`src/hw/rtl/assert_macros.svh`:
```
// assertion macros shared by the rating statistics block
// no dependencies; include by bare file name where assertions are written
`ifndef ASSERT_MACROS_SVH
`define ASSERT_MACROS_SVH

`ifndef NO_ASSERTIONS

`define RMM_ASSERT_IMPLIES(label, clk, rst, cond, prop) \
   label: assert property (@(posedge clk) disable iff (rst) (cond) |-> (prop)) \
      else $error("assertion failed");

`define RMM_ASSERT_NEXT(label, clk, rst, cond, prop) \
   label: assert property (@(posedge clk) disable iff (rst) (cond) |=> (prop)) \
      else $error("assertion failed");

`else

`define RMM_ASSERT_IMPLIES(label, clk, rst, cond, prop)

`define RMM_ASSERT_NEXT(label, clk, rst, cond, prop)

`endif

`endif

```
`src/hw/rtl/rmm_pkg.sv`:
```
// constants, widths and shared types of the rating statistics block
// no dependencies; compiled first
package rmm_pkg;

   localparam int MAX_ITEMS   = 128;
   localparam int MAX_RATING  = 9;
   localparam int NUM_BINS    = MAX_RATING + 1;

   localparam int RATING_W    = 4;
   localparam int TOTAL_W     = 11;
   localparam int COUNT_W     = 8;
   localparam int BIN_IDX_W   = $clog2(NUM_BINS);

   localparam int QUEUE_DEPTH = 4;
   localparam int QPTR_W      = $clog2(QUEUE_DEPTH);
   localparam int QCNT_W      = $clog2(QUEUE_DEPTH + 1);

   typedef struct packed {
      logic [RATING_W-1:0] rating;
      logic                in_range;
      logic                last_item;
   } queue_entry_type;

   typedef struct packed {
      logic full;
      logic empty;
   } queue_status_type;

   typedef struct packed {
      logic scanning;
      logic emitting;
   } back_status_type;

   typedef enum logic [1:0] {
      BACK_ACCUM,
      BACK_SCAN,
      BACK_EMIT
   } back_state_type;

endpackage

```
`src/hw/rtl/rmm_if.sv`:
```
// request and response channel interfaces of the rating statistics block
// depends on rmm_pkg
interface rmm_req_if import rmm_pkg::*; ();
   logic                valid;
   logic                ready;
   logic [RATING_W-1:0] rating;
   logic                last_item;

   modport source (output valid, output rating, output last_item, input ready);
   modport sink   (input valid, input rating, input last_item, output ready);
endinterface

interface rmm_rsp_if import rmm_pkg::*; ();
   logic                valid;
   logic                ready;
   logic [TOTAL_W-1:0]  sum_total;
   logic [COUNT_W-1:0]  item_count;
   logic [RATING_W-1:0] median_value;
   logic [RATING_W-1:0] mode_value;
   logic [COUNT_W-1:0]  mode_frequency;
   logic                range_error;

   modport source (output valid, output sum_total, output item_count,
                   output median_value, output mode_value, output mode_frequency,
                   output range_error, input ready);
   modport sink   (input valid, input sum_total, input item_count,
                   input median_value, input mode_value, input mode_frequency,
                   input range_error, output ready);
endinterface

```
`src/hw/rtl/rmm_front.sv`:
```
// front end: takes requests, checks the rating range and pushes them to the queue
// depends on rmm_pkg and rmm_if
module rmm_front import rmm_pkg::*; (
   rmm_req_if.sink         req,
   input  queue_status_type q_status,
   output logic             push,
   output queue_entry_type  push_entry
);

   assign req.ready = !q_status.full;
   assign push      = req.valid && !q_status.full;

   always_comb begin
      push_entry.rating    = req.rating;
      push_entry.in_range  = ({{(32-RATING_W){1'b0}}, req.rating} <= 32'(MAX_RATING));
      push_entry.last_item = req.last_item;
   end

endmodule

```
`src/hw/rtl/rmm_queue.sv`:
```
// short queue between front and back ends
// depends on rmm_pkg
module rmm_queue import rmm_pkg::*; (
   input  logic             clock,
   input  logic             reset,
   input  logic             push,
   input  queue_entry_type  push_entry,
   input  logic             pop,
   output queue_entry_type  pop_entry,
   output queue_status_type status
);

   queue_entry_type     entry_ff [QUEUE_DEPTH];
   logic [QPTR_W-1:0]   wr_ptr_ff, wr_ptr_in;
   logic [QPTR_W-1:0]   rd_ptr_ff, rd_ptr_in;
   logic [QCNT_W-1:0]   count_ff, count_in;

   always_comb begin
      status.full  = (count_ff == QCNT_W'(QUEUE_DEPTH));
      status.empty = (count_ff == '0);
      pop_entry    = entry_ff[rd_ptr_ff];
      wr_ptr_in    = push ? wr_ptr_ff + 1'b1 : wr_ptr_ff;
      rd_ptr_in    = pop  ? rd_ptr_ff + 1'b1 : rd_ptr_ff;
      count_in     = count_ff;
      if (push && !pop) begin
         count_in = count_ff + 1'b1;
      end else if (pop && !push) begin
         count_in = count_ff - 1'b1;
      end
   end

   always_ff @(posedge clock) begin
      if (reset) begin
         wr_ptr_ff <= '0;
         rd_ptr_ff <= '0;
         count_ff  <= '0;
      end else begin
         wr_ptr_ff <= wr_ptr_in;
         rd_ptr_ff <= rd_ptr_in;
         count_ff  <= count_in;
      end
   end

   always_ff @(posedge clock) begin
      if (push) begin
         entry_ff[wr_ptr_ff] <= push_entry;
      end
   end

endmodule

```
`src/hw/rtl/rmm_back.sv`:
```
// back end: histogram bins, running sums, bin scan and the response register
// depends on rmm_pkg and rmm_if
module rmm_back import rmm_pkg::*; (
   input  logic            clock,
   input  logic            reset,
   input  logic            q_valid,
   input  queue_entry_type q_entry,
   output logic            q_pop,
   output back_status_type status,
   rmm_rsp_if.source       rsp
);

   back_state_type        state_ff, state_in;

   logic [COUNT_W-1:0]    hist_ff [NUM_BINS];
   logic [TOTAL_W-1:0]    total_ff;
   logic [COUNT_W-1:0]    count_ff;
   logic                  error_ff;

   logic [BIN_IDX_W-1:0]  idx_ff;
   logic [COUNT_W-1:0]    cum_ff;
   logic                  found_ff;
   logic [RATING_W-1:0]   median_ff;
   logic [RATING_W-1:0]   mode_ff;
   logic [COUNT_W-1:0]    best_ff;

   logic                  rsp_valid_ff;
   logic [TOTAL_W-1:0]    rsp_total_ff;
   logic [COUNT_W-1:0]    rsp_count_ff;
   logic [RATING_W-1:0]   rsp_median_ff;
   logic [RATING_W-1:0]   rsp_mode_ff;
   logic [COUNT_W-1:0]    rsp_freq_ff;
   logic                  rsp_error_ff;

   logic                  scan_en;
   logic                  emit_load;
   logic                  upd;
   logic                  scan_done;
   logic                  out_free;
   logic [COUNT_W-1:0]    bin_val;
   logic [COUNT_W-1:0]    cum_next;
   logic [COUNT_W-1:0]    target;

   assign out_free  = !rsp_valid_ff || rsp.ready;
   assign scan_done = (idx_ff == BIN_IDX_W'(NUM_BINS - 1));
   assign bin_val   = hist_ff[idx_ff];
   assign cum_next  = cum_ff + bin_val;
   assign target    = count_ff >> 1;
   assign upd       = q_pop && q_entry.in_range && (count_ff < COUNT_W'(MAX_ITEMS));

   // next state
   always_comb begin
      state_in = state_ff;
      unique case (state_ff)
         BACK_ACCUM: begin
            if (q_valid && q_entry.last_item) begin
               state_in = BACK_SCAN;
            end
         end
         BACK_SCAN: begin
            if (scan_done) begin
               state_in = BACK_EMIT;
            end
         end
         BACK_EMIT: begin
            if (out_free) begin
               state_in = BACK_ACCUM;
            end
         end
         default: state_in = BACK_ACCUM;
      endcase
   end

   // state outputs
   always_comb begin
      q_pop     = 1'b0;
      scan_en   = 1'b0;
      emit_load = 1'b0;
      unique case (state_ff)
         BACK_ACCUM: q_pop     = q_valid;
         BACK_SCAN:  scan_en   = 1'b1;
         BACK_EMIT:  emit_load = out_free;
         default: ;
      endcase
   end

   always_comb begin
      status.scanning = scan_en;
      status.emitting = (state_ff == BACK_EMIT);
   end

   always_ff @(posedge clock) begin
      if (reset) begin
         state_ff <= BACK_ACCUM;
      end else begin
         state_ff <= state_in;
      end
   end

   // histogram and running sums
   always_ff @(posedge clock) begin
      if (reset || emit_load) begin
         for (int b = 0; b < NUM_BINS; b++) begin
            hist_ff[b] <= '0;
         end
         total_ff <= '0;
         count_ff <= '0;
         error_ff <= 1'b0;
      end else begin
         for (int b = 0; b < NUM_BINS; b++) begin
            if (upd && (q_entry.rating == RATING_W'(b))) begin
               hist_ff[b] <= hist_ff[b] + 1'b1;
            end
         end
         if (upd) begin
            total_ff <= total_ff + TOTAL_W'(q_entry.rating);
            count_ff <= count_ff + 1'b1;
         end
         if (q_pop && !q_entry.in_range) begin
            error_ff <= 1'b1;
         end
      end
   end

   // bin scan for median and mode
   always_ff @(posedge clock) begin
      if (q_pop) begin
         idx_ff    <= '0;
         cum_ff    <= '0;
         found_ff  <= 1'b0;
         median_ff <= '0;
         mode_ff   <= '0;
         best_ff   <= '0;
      end else if (scan_en) begin
         idx_ff <= idx_ff + 1'b1;
         cum_ff <= cum_next;
         if (!found_ff && (cum_next > target)) begin
            found_ff  <= 1'b1;
            median_ff <= RATING_W'(idx_ff);
         end
         if ((idx_ff != '0) && (bin_val > best_ff)) begin
            best_ff <= bin_val;
            mode_ff <= RATING_W'(idx_ff);
         end
      end
   end

   // response register
   always_ff @(posedge clock) begin
      if (reset) begin
         rsp_valid_ff <= 1'b0;
      end else if (emit_load) begin
         rsp_valid_ff <= 1'b1;
      end else if (rsp.ready) begin
         rsp_valid_ff <= 1'b0;
      end
   end

   always_ff @(posedge clock) begin
      if (emit_load) begin
         rsp_total_ff  <= total_ff;
         rsp_count_ff  <= count_ff;
         rsp_median_ff <= median_ff;
         rsp_mode_ff   <= mode_ff;
         rsp_freq_ff   <= best_ff;
         rsp_error_ff  <= error_ff;
      end
   end

   assign rsp.valid          = rsp_valid_ff;
   assign rsp.sum_total      = rsp_total_ff;
   assign rsp.item_count     = rsp_count_ff;
   assign rsp.median_value   = rsp_median_ff;
   assign rsp.mode_value     = rsp_mode_ff;
   assign rsp.mode_frequency = rsp_freq_ff;
   assign rsp.range_error    = rsp_error_ff;

endmodule

```
`src/hw/rtl/rating_mean_median_mode.sv`:
```
// Rating statistics: collects a set of ratings (0 to 9, last one marked) and returns one
// response per set with total, count, median, mode and mode frequency. The front end
// takes one request per cycle, while the queue is not full, into a four-entry queue; the
// back end drains the queue at one request per cycle while accumulating, each counted
// request bumping one histogram bin. After the marked request the back end scans the ten
// bins, one bin per cycle, then loads the response register once it is free; during the
// scan the queue still takes up to four requests of the next set.
// Ratings above 9 are not counted and set range_error; counts saturate at 128 items.
// depends on rmm_pkg, rmm_if, rmm_front, rmm_queue, rmm_back and assert_macros.svh
`include "assert_macros.svh"

module rating_mean_median_mode import rmm_pkg::*; (
   input  logic      clock,
   input  logic      reset,
   rmm_req_if.sink   req_channel,
   rmm_rsp_if.source rsp_channel
);

   queue_status_type q_status;
   queue_entry_type  push_entry;
   queue_entry_type  pop_entry;
   back_status_type  back_status;
   logic             push;
   logic             pop;

   rmm_front u_front (
      .req        (req_channel),
      .q_status   (q_status),
      .push       (push),
      .push_entry (push_entry)
   );

   rmm_queue u_queue (
      .clock      (clock),
      .reset      (reset),
      .push       (push),
      .push_entry (push_entry),
      .pop        (pop),
      .pop_entry  (pop_entry),
      .status     (q_status)
   );

   rmm_back u_back (
      .clock   (clock),
      .reset   (reset),
      .q_valid (!q_status.empty),
      .q_entry (pop_entry),
      .q_pop   (pop),
      .status  (back_status),
      .rsp     (rsp_channel)
   );

   `RMM_ASSERT_IMPLIES(a_no_push_when_full, clock, reset, q_status.full, !push)
   `RMM_ASSERT_IMPLIES(a_no_pop_when_empty, clock, reset, pop, !q_status.empty)
   `RMM_ASSERT_IMPLIES(a_no_pop_while_busy, clock, reset,
      back_status.scanning || back_status.emitting, !pop)
   `RMM_ASSERT_NEXT(a_emit_sets_valid, clock, reset,
      back_status.emitting && !back_status.scanning, rsp_channel.valid || $past(rsp_channel.ready))

endmodule

```
`src/flat_wrapper.sv`:
```
// flat-port wrapper written by rule: the top's interface ports become plain ports
module rating_mean_median_mode_flat import rmm_pkg::*;
  (clock, reset, req_channel_valid, req_channel_rating, req_channel_last_item, req_channel_ready, rsp_channel_valid, rsp_channel_sum_total, rsp_channel_item_count, rsp_channel_median_value, rsp_channel_mode_value, rsp_channel_mode_frequency, rsp_channel_range_error, rsp_channel_ready);
  rmm_req_if req_channel_i ();
  rmm_rsp_if rsp_channel_i ();
  input  logic clock;
  input  logic reset;
  input wire logic [$bits(req_channel_i.valid)-1:0] req_channel_valid;
  input wire logic [$bits(req_channel_i.rating)-1:0] req_channel_rating;
  input wire logic [$bits(req_channel_i.last_item)-1:0] req_channel_last_item;
  output wire logic [$bits(req_channel_i.ready)-1:0] req_channel_ready;
  output wire logic [$bits(rsp_channel_i.valid)-1:0] rsp_channel_valid;
  output wire logic [$bits(rsp_channel_i.sum_total)-1:0] rsp_channel_sum_total;
  output wire logic [$bits(rsp_channel_i.item_count)-1:0] rsp_channel_item_count;
  output wire logic [$bits(rsp_channel_i.median_value)-1:0] rsp_channel_median_value;
  output wire logic [$bits(rsp_channel_i.mode_value)-1:0] rsp_channel_mode_value;
  output wire logic [$bits(rsp_channel_i.mode_frequency)-1:0] rsp_channel_mode_frequency;
  output wire logic [$bits(rsp_channel_i.range_error)-1:0] rsp_channel_range_error;
  input wire logic [$bits(rsp_channel_i.ready)-1:0] rsp_channel_ready;
  assign req_channel_i.valid = req_channel_valid;
  assign req_channel_i.rating = req_channel_rating;
  assign req_channel_i.last_item = req_channel_last_item;
  assign req_channel_ready = req_channel_i.ready;
  assign rsp_channel_valid = rsp_channel_i.valid;
  assign rsp_channel_sum_total = rsp_channel_i.sum_total;
  assign rsp_channel_item_count = rsp_channel_i.item_count;
  assign rsp_channel_median_value = rsp_channel_i.median_value;
  assign rsp_channel_mode_value = rsp_channel_i.mode_value;
  assign rsp_channel_mode_frequency = rsp_channel_i.mode_frequency;
  assign rsp_channel_range_error = rsp_channel_i.range_error;
  assign rsp_channel_i.ready = rsp_channel_ready;
  rating_mean_median_mode u_core (.clock(clock), .reset(reset), .req_channel(req_channel_i), .rsp_channel(rsp_channel_i));
endmodule
```
`config.mk`:
```
export PLATFORM = sky130hd
export DESIGN_NAME = rating_mean_median_mode_flat
export DESIGN_NICKNAME = d
export VERILOG_FILES = /design/src/hw/rtl/rmm_pkg.sv /design/src/hw/rtl/rmm_if.sv /design/src/hw/rtl/rmm_front.sv /design/src/hw/rtl/rmm_queue.sv /design/src/hw/rtl/rmm_back.sv /design/src/hw/rtl/rating_mean_median_mode.sv /design/src/flat_wrapper.sv
export VERILOG_INCLUDE_DIRS = /design/src /design/src/hw/rtl
export SDC_FILE = /design/constraint.sdc
export NUM_CORES = 1
export LEC_CHECK = 0
export BUFFER_PORTS_ARGS = -buffer_cell sky130_fd_sc_hd__buf_2
export CAP_MARGIN = 20
export CORE_ASPECT_RATIO = 0.75
export CORE_MARGIN = 8
export CORE_UTILIZATION = 31
export CTS_CLUSTER_DIAMETER = 60
export DETAILED_ROUTE_END_ITERATION = 8
export HOLD_SLACK_MARGIN = 0.05
export PLACE_DENSITY = 0.53
export SYNTH_ARGS = -nofsm -noshare
export SYNTH_HDL_FRONTEND = slang
export SYNTH_SLANG_ARGS = --single-unit
```
`constraint.sdc`:
```
create_clock -name clock -period 5.05 [get_ports clock]
set_clock_uncertainty 0.05 [all_clocks]
set_input_delay 0.2525 -clock clock [delete_from_list [all_inputs] [get_ports clock]]
set_output_delay 0.2525 -clock clock [all_outputs]
set_load 0.02 [all_outputs]
```
Word-level counts from Yosys, hierarchy flattened
Memory sizes are Yosys's and may differ from the RTL's. A register that Yosys moved wholly into a read port is not among the register bits.
Cells that the tools add are included.
- flip-flop bits (word level): 95
- RAM bits: 104
- output and inout port bits: 38
- memories kept: 2
- add/sub/neg operators: 18
- magnitude comparators: 4
- equality and inequality tests: 16
- mux-type cells: 59
- bitwise operators: 10
- reductions and logical operators: 37
- memories (memory ; words ; bits a word ; read ports ; clocked after Yosys merged registers in ; wr ports ; line ; source):
    u_core.u_back.hist_ff ; 10 ; 8 ; 11 ; 1 ; 10 ; rmm_back.sv:15 ; logic [COUNT_W-1:0] hist_ff [NUM_BINS];
    u_core.u_queue.entry_ff ; 4 ; 6 ; 1 ; 1 ; 1 ; rmm_queue.sv:13 ; queue_entry_type entry_ff [QUEUE_DEPTH];
- operators by type and width (kind ; count):
    adder 8 x 1 -> 8 bit (second input constant) ; 11
    two-way mux 8 bit ; 10
    two-way mux 1 bit ; 39
    logical AND 1 bit ; 19
    equality test 4 x 3 -> 1 bit (second input constant) ; 4
    equality test 4 bit (second input constant) ; 3
    adder 11 x 4 -> 11 bit ; 1
    two-way mux 2 bit ; 5
    bitwise OR 1 bit ; 10
    adder 8 bit ; 1
    equality test 4 x 2 -> 1 bit (second input constant) ; 2
    > comparator 8 x 7 -> 1 bit ; 1
    > comparator 8 bit ; 1
    < comparator 8 bit (second input constant) ; 1
    two-way mux 4 bit ; 2
    zero test 1 bit ; 7
    two-way mux 3 bit ; 2
    != test 2 bit (second input constant) ; 3
    case mux 2 bit (3 select lines) ; 1
    adder 2 x 1 -> 2 bit (second input constant) ; 2
    adder 4 x 1 -> 4 bit (second input constant) ; 1
    equality test 4 x 1 -> 1 bit (second input constant) ; 1
    less-or-equal comparator 4 bit (second input constant) ; 1
    zero test 4 bit ; 1
    12 further kinds ; 15

Longest topological paths before layout
Gate-level depths: netlist of the first run.
- depth after elaboration: 10
- depth in mapped cells: 20
- gate-level depth less buffers: 18

Modules after synthesis
A second synthesis of the first run with hierarchy kept.
- cells, all modules: 842
- area, all modules: 9879.5 um^2
- modules (own cells, without submodules) (module ; instances ; cells each ; area an instance (um^2) ; seq. area each (um^2)):
    rmm_back ; 1 ; 758 ; 8526.9 ; 4604.4
    rmm_queue ; 1 ; 75 ; 1296.2 ; 900.9
    rmm_front ; 1 ; 8 ; 52.6 ; 0.0
    rating_mean_median_mode ; 1 ; 1 ; 3.8 ; 0.0

Worst setup path after synthesis of the first run
No wires, ideal clock.
- path type: reg2reg
- start: register with a tool-made name
- end: register u_core.u_back.median_ff[0]
- library setup time: 0.075 ns
- data arrival time: 4.090 ns
- data required time: 4.925 ns
- path slack: 0.834 ns
- cell stages (with the launch flop): 18
- buffers on the path: 2
- clock period less this slack: 4.216 ns
- cells stage by stage: dfxtp_1 -> buf_4 -> buf_2 -> mux4_2 -> a211oi_1 -> a21oi_1 -> ha_1 -> fa_1 -> a21o_1 -> a21oi_1 -> xnor2_1 -> ha_1 -> a21o_1 -> a2111oi_0 -> nor2_1 -> o211ai_2 -> nand3_1 -> o21ai_0
- RTL lines (element ; line ; source):
    to (signal assigned) ; rmm_back.sv:139 ; median_ff <= RATING_W'(idx_ff);
    to (decl) ; rmm_back.sv:23 ; logic [RATING_W-1:0] median_ff;

==> flow_summary.json, run 1 <==
{
  "antenna_left": 0,
  "p_sw_frac": 0.3180,
  "vias": 6333,
  "grt_pass1_vias": 6260,
  "fp-row-count": 56,
  "period_share": 0.8874,
  "setup-tns-final_ns": 0,
  "netSwitchingPower_w": 0.001685,
  "clock_latency_ns": 0.51,
  "finalSetupViolations": 0,
  "yosysSeqAreaShare": 0.5604,
  "yosys-top-cells-count": "edfxtp_1, nor2_1, dfxtp_1, nand3_1, xor2_1",
  "place_hpwl_mm": 16.28,
  "drive_above_1_share": 0.1492,
  "synth_cells": 836,
  "gp_congestion": 0.8321,
  "pwr-share-comb": 0.266,
  "clockBufferDepth": 3,
  "grt_antenna_before_repair": 0,
  "grt_max_degree": 26,
  "crit_type": "flop to flop",
  "clkPwrFrac": 0.328,
  "clock_sinks": 205,
  "hold_violations": 0,
  "vias_per_cell": 4.758,
  "power_density_mw_per_mm2": 461.9,
  "ys_warn_count": 0,
  "synth_area_leaders": "edfxtp_1, dfxtp_1, ha_1, nor2_1, xor2_1",
  "synthDistinctLibCells": 45,
  "nets": 966,
  "yosysMostFrequentCell": "edfxtp_1",
  "end_kind": "flop",
  "port_buffers": 46,
  "rr_endpoint": "u_core.u_back.median_ff[3]",
  "async_reset_ff_frac": 0,
  "worstMarginPinSlew_ns": 0.7510,
  "cp.required_ns": 5.44,
  "cts_root_buf": "clkbuf_16",
  "cts_buffers": 22,
  "crit_end": "u_core.u_back.median_ff[3]",
  "fill_cells": 3068,
  "ys_ff_latch": 205,
  "crit_start": "u_core.u_back.hist_ff[0][0]",
  "cp_max_fo": 8,
  "rsz0062_at_grt": "false",
  "dp_worst_setup_slack_ns": 0.6083,
  "yosys.area.top_type": "edfxtp_1",
  "synth_edf_count": 140,
  "final_area_mm2": 0.01147,
  "seqPwrFrac": 0.406,
  "max_slew_margin": 0.4983,
  "r2r_cells": 16,
  "finalCriticalPeriod_ns": 4.482,
  "post_cts_buffers": 0,
  "cts_resized": 0,
  "die_area_mm2": 0.03770,
  "cap_violations": 0,
  "clk_pin_slew_ns": 0.06,
  "r2r_start": "u_core.u_back.hist_ff[0][0]",
  "fmax_mhz": 223.1,
  "synth_nets": 893,
  "area_growth_pct": 16.80,
  "p_int_w": 0.003614,
  "whs_ns": 0.1955,
  "grt_remaining_overflow": 0,
  "r2r_slack_ns": 0.57,
  "coreArea_mm2": 0.03125,
  "start_util": 0.3143,
  "pin_count": 47,
  "synth_area_per_cell_um2": 11.75,
  "leakagePower_nw": 4.217,
  "worst_slack_ns": 0.5684,
  "yosysTopAreaCellShare": 0.4280,
  "totalWireLength_mm": 22.18,
  "crit_path_start_kind": "flop",
  "n_antenna_cell": 0,
  "drv_slew": 0,
  "outcome": "finished, final reports clean",
  "max-vdd-ir-drop_mv": 0.2080,
  "place_area_mm2": 0.01059,
  "hold_path.class": "input port to flop",
  "drt_iter0_markers": 382,
  "fp.dieW_um": 221.6,
  "cts_hold_buf": 8,
  "drt_first_pass_iters": 7,
  "grtUsageTotal": 0.1166,
  "yosys_most_used_dff": "edfxtp_1",
  "cts_tree": "built",
  "grt_pass1_wl_mm": 35.62,
  "crit_arrival_ns": 4.87,
  "syn_area_mm2": 0.009823,
  "cts_htree_levels": 1,
  "die_y_um": 170.2,
  "drcViolationCount": 0,
  "wl_per_cell_um": 16.66
}
==> logic make-up after synthesis <==
logic type | count (synthesis) | synth area share
compound gates | 85 | 0.05031
fa+ha+maj | 48 | 0.06343
xor+xnor | 87 | 0.07897
simple gates | 306 | 0.1446
mux | 46 | 0.07732
buf+inv | 59 | 0.02497
flops | 205 | 0.5604
==> cell usage in the layout, fill, tap and decap left out, types with 3 or more instances in the layout <==
cell type,n
clkbuf_16,26
edfxtp_1,140
nor2_1,129
a211oi_1,10
fa_1,3
buf_2,49
and3_1,28
or3_1,5
nor2_2,8
mux4_1,3
dfxtp_1,65
dlygate4sd3_1,8
xor2_1,52
buf_4,15
nand4_1,6
clkinvlp_4,3
clkbuf_8,4
nor2b_1,9
nor3_1,3
o21ai_0,23
nand2_1,47
mux2i_1,23
a21oi_1,37
nand3_1,54
ha_1,45
a21o_1,6
nand2b_1,6
inv_1,36
clkbuf_1,3
xnor2_1,34
mux4_2,19
==> registers in the layout, summed over array words and instances, names as in the netlist, 3 cells and up, named ones only <==
register,count
u_core.u_back.total_ff,11
u_core.u_back.idx_ff,4
u_core.u_back.hist_ff,80
u_core.u_back.rsp.item_count,8
u_core.u_back.rsp.sum_total,11
u_core.u_back.count_ff,8
u_core.u_queue.entry_ff,24
u_core.u_back.rsp.median_value,4
u_core.u_back.rsp.mode_value,4
u_core.u_back.cum_ff,8
u_core.u_back.mode_ff,4
u_core.u_queue.count_ff,3
u_core.u_back.best_ff,8
u_core.u_back.rsp.mode_frequency,8
u_core.u_back.median_ff,4
==> worst max-delay path: stages, from the launching register on <==
cell	delay [ns]
edfxtp_1	0.47
mux4_2	0.49
nor2b_1	0.14
a211oi_1	0.26
a21oi_1	0.12
ha_1	0.29
fa_1	0.47
a21o_1	0.20
a21oi_1	0.21
xnor2_1	0.18
ha_1	0.29
a21o_1	0.18
a2111oi_0	0.41
nor2_1	0.13
o211ai_2	0.33
nand3_1	0.11
o21ai_0	0.08
==> stage by stage <==
step / total power (W) / util / instances
after floorplan: 0.003193 / - / 836
final: 0.005299 / 0.3672 / 1331
after detailed placement: 0.003590 / 0.3389 / 1282
after CTS: 0.005349 / 0.3669 / 1330
after global placement: 0.003569 / 0.3380 / 1277
after global routing: 0.005634 / 0.3672 / 1331
==> layer usage <==
metal	vias up	GRT usage	part of all wire
met1	3015	0.1761	0.53
met4	0	0.02588	0.020
li1	3133	-	-
met3	32	0.03302	0.064
met5	-	0	0
met2	153	0.1615	0.39
==> worst min-delay path by stage <==
stage | start | to | slack, ns | cells past startpoint
final | req_channel_valid | u_core.u_queue.wr_ptr_ff[0] | 0.20 | 4
after floorplan | reset | u_core.u_back.state_ff[1] | 0.27 | 1
after detailed placement | u_core.u_back.mode_ff[1] | u_core.u_back.rsp.mode_value[1] | 0.37 | 0
after global placement | u_core.u_back.mode_ff[0] | u_core.u_back.rsp.mode_value[0] | 0.37 | 0
after global routing | req_channel_valid | u_core.u_queue.entry_ff[2][2] | 0.25 | 2
after CTS | req_channel_valid | u_core.u_queue.wr_ptr_ff[0] | 0.17 | 4
==> layout make-up <==
type | instances | area (um2) | area share
clock buffer | 33 | 716.9 | 0.06249
clock inverter | 7 | 77.57 | 0.006761
inverter | 36 | 135.1 | 0.01178
multi-input combinational | 572 | 4093 | 0.3567
sequential | 205 | 5505 | 0.4798
tap | 406 | 508.0 | 0.04427
timing repair buffer | 72 | 437.9 | 0.03817
==> power by group through the flow <==
stage	Combinational (W)	Sequential [W]	Clock, W
floorplan	0.00108	0.00212	0
global route	0.00161	0.00218	0.00185
global placement	0.00138	0.00219	0
finish	0.00141	0.00215	0.00174
detailed placement	0.00140	0.00219	0
CTS	0.00141	0.00215	0.00178
No activity file was read; power rests on OpenSTA's default activity.
==> inputs of run 2 (changes only) <==
==> constraint.sdc (replaced) <==
create_clock -name clock -period 4.8 [get_ports clock]
set_clock_uncertainty 0.05 [all_clocks]
set_input_delay 0.24 -clock clock [delete_from_list [all_inputs] [get_ports clock]]
set_output_delay 0.24 -clock clock [all_outputs]
set_load 0.02 [all_outputs]
==> run 2 against run 1 <==
Maximum frequency grew 1.1%. First-iteration DRC count up 31%. Flip-flop and latch count stayed put. Via count increased by 1.8%. Non-clock buffer count unchanged.
==> flow_summary.json, run 2 (synthesis gave the netlist of run 1 again) <==
{
  "end_kind": "flop",
  "clkPwrFrac": 0.310,
  "top_regs": "u_core.u_back.hist_ff x80, u_core.u_queue.entry_ff x24",
  "drive_above_1_share": 0.1470,
  "cts_buffers": 22,
  "period_share": 0.9238,
  "outcome": "finished, final reports clean",
  "totalWireLength_mm": 21.79,
  "grt_antenna_before_repair": 1,
  "rr_endpoint": "u_core.u_back.median_ff[1]",
  "cts_tree": "built",
  "vias_per_cell": 4.844,
  "cp.required_ns": 5.19,
  "cts_root_buf": "clkbuf_16",
  "r2r_slack_ns": 0.37,
  "r2r_start": "u_core.u_back.hist_ff[0][0]",
  "wirelength_met1_mm": 11.53,
  "wl_met3_mm": 1.229,
  "pwr-share-comb": 0.273,
  "grt_remaining_overflow": 0,
  "max_flop_register": "u_core.u_back.hist_ff",
  "max-vdd-ir-drop_mv": 0.2368,
  "fmax_mhz": 225.5,
  "gp_congestion": 0.8298,
  "finalCriticalPeriod_ns": 4.434,
  "max_slew_margin": 0.3416,
  "p_sw_frac": 0.3205,
  "total_power_w": 0.005434,
  "finalSetupViolations": 0,
  "pin_count": 47,
  "drv_slew": 0,
  "area_growth_pct": 16.11,
  "fp-row-count": 56,
  "seqPwrFrac": 0.417,
  "crit_start": "u_core.u_back.hist_ff[0][0]",
  "largest_reg_flops": 80,
  "cts_resized": 0,
  "port_buffers": 46,
  "setup-tns-final_ns": 0,
  "drcViolationCount": 0,
  "nets": 966,
  "wl_per_cell_um": 16.37,
  "die_area_mm2": 0.03770,
  "coreArea_mm2": 0.03125,
  "clock_latency_ns": 0.51,
  "grt_max_degree": 38,
  "cap_violations": 0,
  "fin_util": 0.3650,
  "whs_ns": 0.1927,
  "clockBufferDepth": 3,
  "wl_met2_mm": 8.655,
  "p_int_w": 0.003692,
  "cp_max_fo": 8,
  "drt_iter0_markers": 502,
  "hold_violations": 0,
  "mostFrequentLayoutCell": "edfxtp_1",
  "worstMarginPinSlew_ns": 0.9811,
  "cts_htree_levels": 1,
  "clk_pin_slew_ns": 0.06,
  "crit_arrival_ns": 4.82,
  "r2r_cells": 17,
  "final_cell_mix": "edfxtp_1, nor2_1, dfxtp_1",
  "netSwitchingPower_w": 0.001741,
  "rsz0062_at_grt": "false",
  "crit_path_start_kind": "flop",
  "crit_end": "u_core.u_back.median_ff[1]",
  "hold_path.class": "input port to flop",
  "n_antenna_cell": 0,
  "grt_pass1_vias": 6159,
  "crit_type": "flop to flop",
  "vias": 6447,
  "place_hpwl_mm": 16.16,
  "place_area_mm2": 0.01060,
  "clock_sinks": 205,
  "fp.dieW_um": 221.6,
  "die_y_um": 170.2,
  "start_util": 0.3143,
  "drt_first_pass_iters": 6,
  "power_density_mw_per_mm2": 476.4,
  "antenna_left": 0,
  "grtUsageTotal": 0.1150,
  "leakagePower_nw": 4.201,
  "final_area_mm2": 0.01141,
  "grt_pass1_wl_mm": 35.20,
  "highest_layer": "met4"
}
-- run 2: repair_timing --
action	in CTS	in global routing
buffers inserted	0	1
setup endpoints to repair	0	4
hold buffers	8	0
hold endpoints to repair	30	0
-- run 2: critical path, stage by stage (launching register included) --
cell and delay (ns):
edfxtp_1 0.46, mux4_2 0.50, nor2b_1 0.14, a211oi_1 0.26, a21oi_1 0.13, ha_1 0.27
fa_1 0.47, a21o_1 0.20, a21oi_1 0.22, xnor2_1 0.18, ha_1 0.28, a21o_1 0.17
a2111oi_0 0.42, nor2_1 0.13, o211ai_2 0.15, buf_4 0.17, nand3_1 0.07, o21ai_0 0.09
-- run 2: cell type report --
class | count | area [um2]
flip-flops and latches | 205 | 5505
inverters | 36 | 135.1
clock buffers | 32 | 681.9
repair buffers | 72 | 442.9
clock inverters | 8 | 40.04
fillers | 3070 | 19840
multi-input cells | 572 | 4093
well taps | 406 | 508.0
-- run 2: power by group through the flow --
stage | registers, W | clock network, W | logic (W)
floorplan | 0.00223 | 0 | 0.00113
global placement | 0.00230 | 0 | 0.00146
detailed placement | 0.00230 | 0 | 0.00147
CTS | 0.00226 | 0.00173 | 0.00149
global route | 0.00229 | 0.00180 | 0.00168
finish | 0.00226 | 0.00168 | 0.00149
-- run 2: per-layer routing --
| layer | GRT usage | vias to the layer above |
|---|---|---|
| li1 | - | 3133 |
| met1 | 0.1803 | 3138 |
| met2 | 0.1568 | 139 |
| met3 | 0.02597 | 37 |
| met4 | 0.02387 | 0 |
| met5 | 0 | - |
-- run 2: metrics by stage --
stage / instances / worst slack (ns)
floorplan: 836 / 0.5841
global placement: 1279 / 0.4380
detailed placement: 1282 / 0.3433
CTS: 1330 / 0.2937
global route: 1331 / 0.05349
finish: 1331 / 0.3656
-- run 2: worst min path at each step --
stage                              from                              end  slack, ns  depth (start not counted)
6_report              req_channel_valid      u_core.u_queue.wr_ptr_ff[0]       0.19                          4
5_1_grt               req_channel_valid      u_core.u_queue.wr_ptr_ff[0]       0.23                          4
4_1_cts               req_channel_valid      u_core.u_queue.wr_ptr_ff[0]       0.18                          4
3_5_place_dp   u_core.u_back.mode_ff[2]  u_core.u_back.rsp.mode_value[2]       0.37                          0
3_3_place_gp   u_core.u_back.mode_ff[0]  u_core.u_back.rsp.mode_value[0]       0.37                          0
2_1_floorplan                     reset        u_core.u_back.state_ff[1]       0.26                          1
